--- config.mk ---
export PLATFORM = sky130hd
export DESIGN_NAME = lba_to_chs_translator
export DESIGN_NICKNAME = d
export VERILOG_FILES = /design/src/hdl/lcht_pkg.sv /design/src/hdl/lcht_cyl_div.sv /design/src/hdl/lcht_head_div.sv /design/src/hdl/lba_to_chs_translator.sv
export SDC_FILE = /design/constraint.sdc
export NUM_CORES = 2
export LEC_CHECK = 0
export BUFFER_PORTS_ARGS = -buffer_cell sky130_fd_sc_hd__clkbuf_2
export CORE_MARGIN = 10
export CORE_UTILIZATION = 55
export CTS_BUF_LIST = sky130_fd_sc_hd__clkbuf_2
export CTS_CLUSTER_DIAMETER = 30
export CTS_CLUSTER_SIZE = 30
export DETAILED_ROUTE_END_ITERATION = 10
export GPL_ROUTABILITY_DRIVEN = 0
export GPL_TIMING_DRIVEN = 0
export MAX_ROUTING_LAYER = met4
export PLACE_DENSITY = 0.7
export SYNTH_ARGS = -nofsm -noshare
export SYNTH_HDL_FRONTEND = slang
export SYNTH_SLANG_ARGS = --single-unit
--- constraint.sdc ---
create_clock -name clk -period 105.7 [get_ports clk]
set_input_delay 15.855 -clock clk [delete_from_list [all_inputs] [get_ports clk]]
set_output_delay 15.855 -clock clk [all_outputs]
set_load 0.01 [all_outputs]
--- src/hdl/lcht_pkg.sv ---
package lcht_pkg;

  localparam int ABS_W    = 32;
  localparam int SPC_W    = 24;
  localparam int SPT_W    = 16;
  localparam int DRV_W    = 8;
  localparam int CYL_W    = 10;
  localparam int HEAD_W   = 8;
  localparam int WITHIN_W = SPC_W;

  // Head/sector divider: bits retired per stage and resulting stage count
  localparam int D2_STEPS  = 3;
  localparam int D2_STAGES = WITHIN_W / D2_STEPS;

  localparam int ADDR_W = 4;
  localparam int DATA_W = 32;

  localparam logic [1:0] REG_HIDDEN = 2'd0;
  localparam logic [1:0] REG_SPC    = 2'd1;
  localparam logic [1:0] REG_SPT    = 2'd2;
  localparam logic [1:0] REG_DRIVE  = 2'd3;

  localparam logic [HEAD_W-1:0] HEAD_MAX = '1;
  localparam logic [SPT_W-1:0]  SECT_MAX = '1;

  // Per-item data that rides along the divider pipelines
  typedef struct packed {
    logic             lba;
    logic [ABS_W-1:0] abs_sector;
    logic [CYL_W-1:0] cylinder;
  } lcht_side_t;

endpackage

--- src/hdl/lcht_cyl_div.sv ---
module lcht_cyl_div #(
  parameter int QW = 10
) (
  input  logic                     clk,
  input  logic                     rst,
  input  logic                     advance,
  input  logic                     src_valid,
  input  lcht_pkg::lcht_side_t     src_side,
  input  logic [lcht_pkg::SPC_W-1:0] spc,
  output logic                     dst_valid,
  output lcht_pkg::lcht_side_t     dst_side,
  output logic [QW-1:0]            quotient,
  output logic [lcht_pkg::SPC_W-1:0] remainder
);
  import lcht_pkg::*;

  localparam int BW = SPC_W + QW;
  localparam int DW = (BW > ABS_W) ? BW : ABS_W;

  logic [QW-1:0] v;
  logic [DW-1:0] rem  [QW];
  logic [QW-1:0] quo  [QW];
  lcht_side_t    side [QW];

  // One quotient bit per stage, most significant first; divisor shifted into place
  for (genvar j = 0; j < QW; j++) begin : g_stage
    localparam int B = QW - 1 - j;
    logic          v_in;
    logic [DW-1:0] rem_in;
    logic [QW-1:0] quo_in;
    lcht_side_t    side_in;
    logic [DW-1:0] dsh;
    logic          ge;

    if (j == 0) begin : g_first
      assign v_in    = src_valid;
      assign rem_in  = DW'(src_side.abs_sector);
      assign quo_in  = '0;
      assign side_in = src_side;
    end else begin : g_next
      assign v_in    = v[j-1];
      assign rem_in  = rem[j-1];
      assign quo_in  = quo[j-1];
      assign side_in = side[j-1];
    end

    assign dsh = DW'(spc) << B;
    assign ge  = rem_in >= dsh;

    always_ff @(posedge clk) begin
      if (rst) begin
        v[j] <= 1'b0;
      end else if (advance) begin
        v[j] <= v_in;
      end
    end

    always_ff @(posedge clk) begin
      if (advance) begin
        rem[j]  <= ge ? rem_in - dsh : rem_in;
        quo[j]  <= ge ? (quo_in | (QW'(1) << B)) : quo_in;
        side[j] <= side_in;
      end
    end
  end

  assign dst_valid = v[QW-1];
  assign dst_side  = side[QW-1];
  assign quotient  = quo[QW-1];
  assign remainder = rem[QW-1][SPC_W-1:0];

endmodule

--- src/hdl/lcht_head_div.sv ---
module lcht_head_div (
  input  logic                          clk,
  input  logic                          rst,
  input  logic                          advance,
  input  logic                          src_valid,
  input  lcht_pkg::lcht_side_t          src_side,
  input  logic [lcht_pkg::WITHIN_W-1:0] src_within,
  input  logic [lcht_pkg::SPT_W-1:0]    spt,
  output logic                          dst_valid,
  output lcht_pkg::lcht_side_t          dst_side,
  output logic [lcht_pkg::WITHIN_W-1:0] dst_within,
  output logic [lcht_pkg::WITHIN_W-1:0] quotient,
  output logic [lcht_pkg::SPT_W-1:0]    remainder
);
  import lcht_pkg::*;

  logic [D2_STAGES-1:0] v;
  logic [SPT_W-1:0]     rem    [D2_STAGES];
  logic [WITHIN_W-1:0]  quo    [D2_STAGES];
  logic [WITHIN_W-1:0]  num    [D2_STAGES];
  logic [WITHIN_W-1:0]  dvd    [D2_STAGES];
  lcht_side_t           side   [D2_STAGES];

  // Shift-in restoring division, several narrow steps per stage
  for (genvar s = 0; s < D2_STAGES; s++) begin : g_stage
    logic                v_in;
    logic [SPT_W-1:0]    rem_in;
    logic [WITHIN_W-1:0] quo_in;
    logic [WITHIN_W-1:0] num_in;
    logic [WITHIN_W-1:0] dvd_in;
    lcht_side_t          side_in;
    logic [SPT_W-1:0]    rem_out;
    logic [WITHIN_W-1:0] quo_out;
    logic [WITHIN_W-1:0] num_out;

    if (s == 0) begin : g_first
      assign v_in    = src_valid;
      assign rem_in  = '0;
      assign quo_in  = '0;
      assign num_in  = src_within;
      assign dvd_in  = src_within;
      assign side_in = src_side;
    end else begin : g_next
      assign v_in    = v[s-1];
      assign rem_in  = rem[s-1];
      assign quo_in  = quo[s-1];
      assign num_in  = num[s-1];
      assign dvd_in  = dvd[s-1];
      assign side_in = side[s-1];
    end

    always_comb begin
      logic [SPT_W:0] trial;
      logic           ge;
      rem_out = rem_in;
      quo_out = quo_in;
      num_out = num_in;
      for (int t = 0; t < D2_STEPS; t++) begin
        trial   = {rem_out, num_out[WITHIN_W-1]};
        num_out = num_out << 1;
        ge      = trial >= {1'b0, spt};
        rem_out = ge ? SPT_W'(trial - {1'b0, spt}) : SPT_W'(trial);
        quo_out = {quo_out[WITHIN_W-2:0], ge};
      end
    end

    always_ff @(posedge clk) begin
      if (rst) begin
        v[s] <= 1'b0;
      end else if (advance) begin
        v[s] <= v_in;
      end
    end

    always_ff @(posedge clk) begin
      if (advance) begin
        rem[s]  <= rem_out;
        quo[s]  <= quo_out;
        num[s]  <= num_out;
        dvd[s]  <= dvd_in;
        side[s] <= side_in;
      end
    end
  end

  assign dst_valid  = v[D2_STAGES-1];
  assign dst_side   = side[D2_STAGES-1];
  assign dst_within = dvd[D2_STAGES-1];
  assign quotient   = quo[D2_STAGES-1];
  assign remainder  = rem[D2_STAGES-1];

endmodule

--- src/hdl/lba_to_chs_translator.sv ---
// LBA to CHS translator. Each transfer on the req channel carries a
// partition-relative logical sector; the block adds the hidden-sector offset
// (mod 2^32) and returns one transfer on the rsp channel with the absolute
// sector, the drive number and either a CHS triple or use_lba set when the
// cylinder reaches CYLINDER_LIMIT (cylinder, head and sector are then zero).
// A head above 255 saturates, and so does a sector above 65535. Rate is one
// item per cycle while the pipeline advances. A request passes through the
// offset stage, which captures at the transfer, then the limit compare stage,
// one cylinder quotient bit per stage in the first divider, eight stages of
// three head quotient bits in the second, and the output register. The
// pipeline advances as a whole: it holds only while a result waits with
// rsp_stall high.
// Registers sit on an APB port at 4*index: hidden-sector offset, sectors per
// cylinder, sectors per track, drive number; write them only while no item is
// in flight.
module lba_to_chs_translator #(
  parameter int CYLINDER_LIMIT = 1024
) (
  input  logic                          clk,
  input  logic                          rst,
  // APB configuration port
  input  logic                          psel,
  input  logic                          penable,
  input  logic                          pwrite,
  input  logic [lcht_pkg::ADDR_W-1:0]   paddr,
  input  logic [lcht_pkg::DATA_W-1:0]   pwdata,
  output logic [lcht_pkg::DATA_W-1:0]   prdata,
  output logic                          pready,
  // request channel
  input  logic                          req_valid,
  output logic                          req_stall,
  input  logic [lcht_pkg::ABS_W-1:0]    logical_sector,
  // response channel
  output logic                          rsp_valid,
  input  logic                          rsp_stall,
  output logic                          use_lba,
  output logic [lcht_pkg::ABS_W-1:0]    absolute_sector,
  output logic [lcht_pkg::CYL_W-1:0]    cylinder,
  output logic [lcht_pkg::HEAD_W-1:0]   head_number,
  output logic [lcht_pkg::SPT_W-1:0]    sector_in_track,
  output logic [lcht_pkg::DRV_W-1:0]    drive
);
  import lcht_pkg::*;

  localparam int QW = $clog2(CYLINDER_LIMIT);
  localparam int BW = SPC_W + QW;
  localparam int CW = (BW > ABS_W) ? BW : ABS_W;

  // Configuration registers
  logic [ABS_W-1:0] hidden_sectors;
  logic [SPC_W-1:0] cyl_sectors;
  logic [SPT_W-1:0] trk_sectors;
  logic [DRV_W-1:0] drive_number;

  logic cfg_write;

  assign pready    = 1'b1;
  assign cfg_write = psel && penable && pwrite && pready;

  always_ff @(posedge clk) begin
    if (rst) begin
      hidden_sectors <= '0;
      cyl_sectors    <= SPC_W'(1);
      trk_sectors    <= SPT_W'(1);
      drive_number   <= '0;
    end else if (cfg_write) begin
      case (paddr[3:2])
        REG_HIDDEN: hidden_sectors <= pwdata[ABS_W-1:0];
        REG_SPC:    cyl_sectors    <= pwdata[SPC_W-1:0];
        REG_SPT:    trk_sectors    <= pwdata[SPT_W-1:0];
        REG_DRIVE:  drive_number   <= pwdata[DRV_W-1:0];
        default: ;
      endcase
    end
  end

  always_comb begin
    case (paddr[3:2])
      REG_HIDDEN: prdata = DATA_W'(hidden_sectors);
      REG_SPC:    prdata = DATA_W'(cyl_sectors);
      REG_SPT:    prdata = DATA_W'(trk_sectors);
      REG_DRIVE:  prdata = DATA_W'(drive_number);
      default:    prdata = '0;
    endcase
  end

  // Whole-pipeline enable: hold everything only while a result waits
  logic advance;

  assign advance   = !(rsp_valid && rsp_stall);
  assign req_stall = !advance;

  // Cylinder bound: cyl_sectors * CYLINDER_LIMIT, registered, so it follows
  // the register in the next cycle. With zero sectors per cylinder the
  // bound is zero, so every item goes to LBA as a zero divisor demands.
  logic [BW-1:0] cyl_bound;

  always_ff @(posedge clk) begin
    cyl_bound <= BW'(cyl_sectors) * BW'(CYLINDER_LIMIT);
  end

  // Stage 0: absolute sector
  logic             s0_valid;
  logic [ABS_W-1:0] s0_abs;

  always_ff @(posedge clk) begin
    if (rst) begin
      s0_valid <= 1'b0;
    end else if (advance) begin
      s0_valid <= req_valid;
    end
  end

  always_ff @(posedge clk) begin
    if (advance) begin
      s0_abs <= logical_sector + hidden_sectors;
    end
  end

  // Stage 1: decide LBA against the bound; a CHS item then has a quotient
  // that fits in QW bits, which the cylinder divider relies on
  logic       s1_valid;
  lcht_side_t s1_side;

  always_ff @(posedge clk) begin
    if (rst) begin
      s1_valid <= 1'b0;
    end else if (advance) begin
      s1_valid <= s0_valid;
    end
  end

  always_ff @(posedge clk) begin
    if (advance) begin
      s1_side.lba        <= CW'(s0_abs) >= CW'(cyl_bound);
      s1_side.abs_sector <= s0_abs;
      s1_side.cylinder   <= '0;
    end
  end

  // Cylinder divider: absolute sector / sectors per cylinder
  logic             d1_valid;
  lcht_side_t       d1_side;
  logic [QW-1:0]    d1_quo;
  logic [SPC_W-1:0] d1_rem;

  lcht_cyl_div #(
    .QW (QW)
  ) u_cyl_div (
    .clk       (clk),
    .rst       (rst),
    .advance   (advance),
    .src_valid (s1_valid),
    .src_side  (s1_side),
    .spc       (cyl_sectors),
    .dst_valid (d1_valid),
    .dst_side  (d1_side),
    .quotient  (d1_quo),
    .remainder (d1_rem)
  );

  // Keep the low cylinder bits only; zero-extend a narrow quotient
  logic [QW+CYL_W-1:0] d1_quo_ext;
  lcht_side_t          d2_src_side;

  assign d1_quo_ext = (QW + CYL_W)'(d1_quo);

  always_comb begin
    d2_src_side          = d1_side;
    d2_src_side.cylinder = d1_quo_ext[CYL_W-1:0];
  end

  // Head divider: remainder / sectors per track
  logic                d2_valid;
  lcht_side_t          d2_side;
  logic [WITHIN_W-1:0] d2_within;
  logic [WITHIN_W-1:0] d2_quo;
  logic [SPT_W-1:0]    d2_rem;

  lcht_head_div u_head_div (
    .clk        (clk),
    .rst        (rst),
    .advance    (advance),
    .src_valid  (d1_valid),
    .src_side   (d2_src_side),
    .src_within (d1_rem),
    .spt        (trk_sectors),
    .dst_valid  (d2_valid),
    .dst_side   (d2_side),
    .dst_within (d2_within),
    .quotient   (d2_quo),
    .remainder  (d2_rem)
  );

  // Final stage: saturate, apply the zero-divisor case, blank CHS for LBA
  logic [HEAD_W-1:0] head_sat;
  logic [SPT_W-1:0]  sect_sat;

  always_comb begin
    // zero sectors per track gives an all-ones quotient, so the head saturates
    head_sat = (|d2_quo[WITHIN_W-1:HEAD_W]) ? HEAD_MAX : d2_quo[HEAD_W-1:0];
    if (trk_sectors == '0) begin
      // remainder is the whole dividend; plus one, clipped to 16 bits
      sect_sat = (d2_within >= WITHIN_W'(SECT_MAX)) ? SECT_MAX
                                                    : SPT_W'(d2_within + WITHIN_W'(1));
    end else begin
      sect_sat = d2_rem + SPT_W'(1);
    end
  end

  always_ff @(posedge clk) begin
    if (rst) begin
      rsp_valid <= 1'b0;
    end else if (advance) begin
      rsp_valid <= d2_valid;
    end
  end

  always_ff @(posedge clk) begin
    if (advance) begin
      use_lba         <= d2_side.lba;
      absolute_sector <= d2_side.abs_sector;
      cylinder        <= d2_side.lba ? '0 : d2_side.cylinder;
      head_number     <= d2_side.lba ? '0 : head_sat;
      sector_in_track <= d2_side.lba ? '0 : sect_sat;
      drive           <= drive_number;
    end
  end

  // A CHS result always carries a one-based sector
  a_sector_nonzero : assert property (@(posedge clk) disable iff (rst)
    rsp_valid && !use_lba |-> sector_in_track != '0)
    else $error("CHS result with sector zero");

  // An item in the first stage moves on whenever the pipeline advances
  a_stage_moves : assert property (@(posedge clk) disable iff (rst)
    s0_valid && advance |=> s1_valid)
    else $error("item lost between stage 0 and stage 1");

  // A held pipeline keeps its stage occupancy
  a_hold_keeps : assert property (@(posedge clk) disable iff (rst)
    !advance |=> s0_valid == $past(s0_valid) && d2_valid == $past(d2_valid))
    else $error("stage occupancy changed while held");

endmodule

# Yosys cells after proc, flatten, opt, wreduce, memory -nomap -nowiden
# Memories as Yosys holds them, arrays and structs flattened.
# Cells that the tools add are included.
[totals]
register_bits = 265
mem_bits_rw = 1894
inputBits = 75
n_memories = 8
[mem_list]
columns = ["memory", "words", "width", "read_ports", "rd_clocked_by_memory_dff", "wr", "line", "rtl"]
rows = [
  ["u_cyl_div.side", 10, 43, 10, 0, 10, "lcht_cyl_div.sv:23", "lcht_side_t side [QW];"],
  ["u_head_div.side", 8, 43, 8, 0, 8, "lcht_head_div.sv:22", "lcht_side_t side [D2_STAGES];"],
  ["u_cyl_div.rem", 10, 34, 10, 0, 10, "lcht_cyl_div.sv:21", "logic [DW-1:0] rem [QW];"],
  ["u_head_div.dvd", 8, 24, 8, 0, 8, "lcht_head_div.sv:21", "logic [WITHIN_W-1:0] dvd [D2_STAGES];"],
  ["u_head_div.quo", 8, 24, 8, 0, 8, "lcht_head_div.sv:19", "logic [WITHIN_W-1:0] quo [D2_STAGES];"],
  ["u_head_div.num", 8, 21, 7, 0, 8, "lcht_head_div.sv:20", "logic [WITHIN_W-1:0] num [D2_STAGES];"],
  ["2 more memories", "--", "--", "--", "--", "--", "--", ""],
]
[classes]
add_sub_neg = 37
magnitude_cmp = 36
n_eq_ne = 3
muxes = 49
n_reduce_logical = 10
[op_table]
columns = ["op", "count"]
rows = [
  ["$mux 16", 26],
  ["$ge 17x16->1", 23],
  ["$sub 16x16->16", 23],
  ["$mux 34", 10],
  ["$pmux 32 s4", 1],
  ["$ge 32x34->1", 1],
  ["$ge 34x24->1", 1],
  ["$ge 34x25->1", 1],
  ["$ge 34x26->1", 1],
  ["$ge 34x27->1", 1],
  ["$ge 34x28->1", 1],
  ["$ge 34x29->1", 1],
  ["$ge 34x30->1", 1],
  ["$ge 34x31->1", 1],
  ["$ge 34x32->1", 1],
  ["$sub 32x33->34", 1],
  ["$sub 34x24->34", 1],
  ["$sub 34x25->34", 1],
  ["$sub 34x26->34", 1],
  ["$sub 34x27->34", 1],
  ["$sub 34x28->34", 1],
  ["$sub 34x29->34", 1],
  ["$sub 34x30->34", 1],
  ["$sub 34x31->34", 1],
  ["24 further kinds", 33],
]

# Depth between registers and ports, before layout
# An unclocked memory read counts as a cell.
[logic_depth]
depth_word = 7
depth_mapped = 38
mapped_depth_nobuf = 33

# Modules after synthesis
# Synthesis repeated with hierarchy kept, for this count alone.
[hier_totals]
hier_cells = 7787
hier_area_um2 = 94924.8
[by_module_without_submodules]
columns = ["mod", "instances", "cells_per_inst", "area_per_inst_um2", "seq_area_each_um2"]
rows = [
  ["lcht_head_div", 1, 3655, 44667.8, 23342.4],
  ["lcht_cyl_div", 1, 3099, 39105.0, 23322.4],
  ["lba_to_chs_translator", 1, 1033, 11151.9, 6346.1],
]

# Least setup slack after synthesis
# No wires, ideal clock.
[synth_timing]
path_kind = "input port to flip-flop"
from = "input port rsp_stall"
to = "register absolute_sector[0] (netlist bit) (enable)"
t_arrival_ns = 58.662
slack_ns = 44.472
path_stages = 2
path_buffers = 1
cell_sequence = "nand2_1 > clkbuf_1"
[synth_between]
elab_chain_len = 1
[synth_lines]
columns = ["item", "line", "rtl"]
rows = [
  ["from (decl)", "lba_to_chs_translator.sv:35", "input logic rsp_stall,"],
  ["$logic_and 1x1->1", "lba_to_chs_translator.sv:90", "assign advance = !(rsp_valid && rsp_stall);"],
  ["to (signal assigned)", "lba_to_chs_translator.sv:222", "absolute_sector <= d2_side.abs_sector;"],
  ["to (decl)", "lba_to_chs_translator.sv:37", "output logic [lcht_pkg::ABS_W-1:0] absolute_sector,"],
]
# Every way passes these cells.
# A chain may end at the register's enable or synchronous reset.

# Final worst setup path
[layout_timing]
from = "input port paddr[2] (netlist bit)"
to = "output port prdata[4] (netlist bit)"
[layout_between]
elab_chain_len = 2
word_cells_on_any_way = 5
cone_classes = "eq/ne: 3; mux: 1; reduce/logical: 1"
[layout_lines]
columns = ["item", "line", "rtl"]
rows = [
  ["from (decl)", "lba_to_chs_translator.sv:25", "input logic [lcht_pkg::ADDR_W-1:0] paddr,"],
  ["$eq 2x2->1, or another cell as far along", "lba_to_chs_translator.sv:78", "case (paddr[3:2])"],
  ["$pmux 32 s4 *", "lba_to_chs_translator.sv:78", ""],
  ["to (decl)", "lba_to_chs_translator.sv:27", "output logic [lcht_pkg::DATA_W-1:0] prdata,"],
]
# Mark *: on every way between the ends. The rest lies on a longest branch, timed or not.

==> flow_metrics.tcl <==
set metrics [dict create \
    hold_path_class "reg -> reg" \
    layout_common_cells "edfxtp_1, ha_1, nand2_1" \
    final_common_cell "edfxtp_1" \
    start_kind "input pin" \
    clk_pin_slew_ns 0.13 \
    period_share 0.321 \
    port_buffers 179 \
    grt_pass1_vias 60800 \
    dr.pass1.iters 8 \
    met1Wirelength_um 89000 \
    synthFlopType "edfxtp_1" \
    clock_latency_ns 1.85 \
    synth_top_cell_area_share 0.525 \
    syn_nets 8298 \
    cts_root_buffer "clkbuf_2" \
    drive_gt1_frac 0.137 \
    place_inst 9918 \
    final_cells 10500 \
    wl_met3_um 13200 \
    synth_top_area_cell "edfxtp_1" \
    areaGrowthSynthToFinish_pct 9.87 \
    wl_met2_um 100000 \
    grt_max_degree 75 \
    drc 0 \
    finalHoldViolCount 0 \
    syn_inst 7525 \
    ant_nets 0 \
    fin_util 0.609 \
    seq_area_frac_synth 0.553 \
    max_stage_delay_ns 0.59 \
    end_kind "output port" \
    arrival_ns 18.10 \
    synth_fa_ha_area_frac 0.0994 \
    final_cell_area_sq_um 99400 \
    die_y_um 426 \
    die-area_sq_um 181000 \
    setup_viol_count_final 0 \
    rows 148 \
    synth_top_family_by_area "compound AO/OA/AOI/OAI gates" \
    die_width_um 426 \
    status "finished, final reports clean" \
    dr_total_vias 62400 \
    cts.repair.resized 0 \
    synth_edf_count 1582 \
    clockBufferDepth 4 \
    cts_max_level 5 \
    max_cap_viol_count 0 \
    fin_skew_ns 0.188 \
    yosysUniqueCellTypes 105 \
    syn_avg_cell_area_sq_um 12.0 \
    period_minus_slack_ns 33.96 \
    wire_per_inst_um 20.6 \
    drt-initial-drc-count 5061 \
    critPathSlowestCell "clkbuf_1" \
    routed_wl_um 217000 \
    slew_violations 0 \
    synth-compound-area-share 0.129 \
    yosysWarnings 0 \
    synth_area_leaders "edfxtp_1, ha_1, xnor2_1" \
    place_area_sq_um 95000 \
    postCtsSetupBuffers 0 \
    worst_path_most_repeated_cell "clkbuf_1" \
    cts_buffers 347 \
    cts_hold_buf 0 \
    cts.sinks 1707 \
    core_sq_um 163000 \
    crit_chain "clkbuf_1 -> clkbuf_1 -> clkbuf_1 -> mux4_2 -> clkbuf_2" \
    dpl.hpwl_um 156000 \
    tightest_slew_ns 1.23 \
    vias_per_cell 5.92 \
    top_layer "met4" \
    nets 8865 \
    synth_simple_gate_area_frac 0.101 \
    rsz0062_at_grt "false" \
    finalSetupTns_ns 0 \
    grt_pass1_wl_um 334000 \
    relSlewSlack 0.176 \
    io_pins 185 \
    antenna_found_initial 8 \
    fmax_mhz 29.5 \
    crit_fanout 10 \
    timing_worst_setup_path_type "in -> out" \
    cts_tree "done" \
    overflow 0 \
    synthXorXnorAreaFrac 0.0548 \
    synth_seq_cells 1707 \
    yosys-mux-area-fraction 0.0427 \
    cp.required_ns 89.85 \
    gr-usage-all-layers 0.240 \
    start_util 0.554 \
    syn-cell-area_sq_um 90400 \
    async_flop_share 0 \
]
cell families after synthesis:
logic type,Yosys count
flops,1707
buf+inv,464
compound gates,1841
other cells,1
mux,339
fa+ha+maj,698
simple gates,1909
xor+xnor,566
cell type report:
cell class	instances	area, sq um
Inverter	321	1210
Multi-Input combinational cell	5354	38600
Clock inverter	238	2450
Fill cell	12900	63800
Tap cell	2175	2720
Sequential cell	1707	50000
Timing Repair Buffer	218	1840
Buffer	143	592
Antenna cell	9	22.5
Clock buffer	376	1880
Yosys cell counts (18+ instances only):
cell type and count:
a211oi_1 55, nor2_1 419, and2_1 33, a21o_1 234
a21boi_0 23, xor2_1 221, or3_1 43, mux2_1 56
inv_1 313, a211o_1 18, edfxtp_1 1582, or2_2 35
and3_1 60, a21oi_1 583, o21ai_0 420, o21a_1 105
nor3_1 110, xnor2_1 345, a31oi_1 51, a221oi_1 30
dfxtp_1 125, ha_1 664, fa_1 34, nand2b_1 74
nor4_1 51, nor2b_1 104, mux2_2 203, clkbuf_1 115
nand2_1 662, o21bai_1 60, o31ai_1 37, nand3_1 126
a31o_2 19, nand4_1 97, mux2i_1 64
sequential cells by signal, indices dropped and copies added (netlist names), 9 cells and up:
name                    cells
absolute_sector            32
cyl_bound                  24
cyl_sectors                24
cylinder                   10
hidden_sectors             32
s0_abs                     32
s1_side                    33
sector_in_track            16
trk_sectors                16
u_cyl_div.g_stage.v_in      9
u_cyl_div.quo              55
u_cyl_div.rem             330
u_cyl_div.side            285
u_head_div.dvd            192
u_head_div.quo            108
u_head_div.rem            128
u_head_div.side           344
final timing paths:
path / depth (start not counted) / endpoint / slack [ns] / from
worst min-delay path: 0 / u_head_div.quo[6][17] / 0.33 / u_head_div.quo[5][14]
worst max register to register: 38 / u_head_div.rem[6][9] / 94.93 / trk_sectors[1]
worst max-delay path: 5 / prdata[4] / 71.74 / paddr[2]
worst min register to register: 0 / u_head_div.quo[6][17] / 0.33 / u_head_div.quo[5][14]
per-stage QoR:
step	hold WS [ns]	setup WS, ns
CTS	0.333	71.77
global route	0.312	71.59
global placement	0.400	29.67
detailed placement	0.404	71.77
floorplan	0.361	44.47
finish	0.330	71.74
routing by layer:
metal / global-route usage / vias up
li1: - / 29800
met1: 0.294 / 29700
met2: 0.374 / 2184
met3: 0.0391 / 695
met4: 0.149 / 0
met5: - / -
worst max-delay path: cells and delay by family:
kind     cells  cell delay, ns
buf+inv      4            1.80
mux          1            0.44
Power is not shown: default switching activity piles up to over one toggle a cycle in this logic, so the estimate is an artifact.
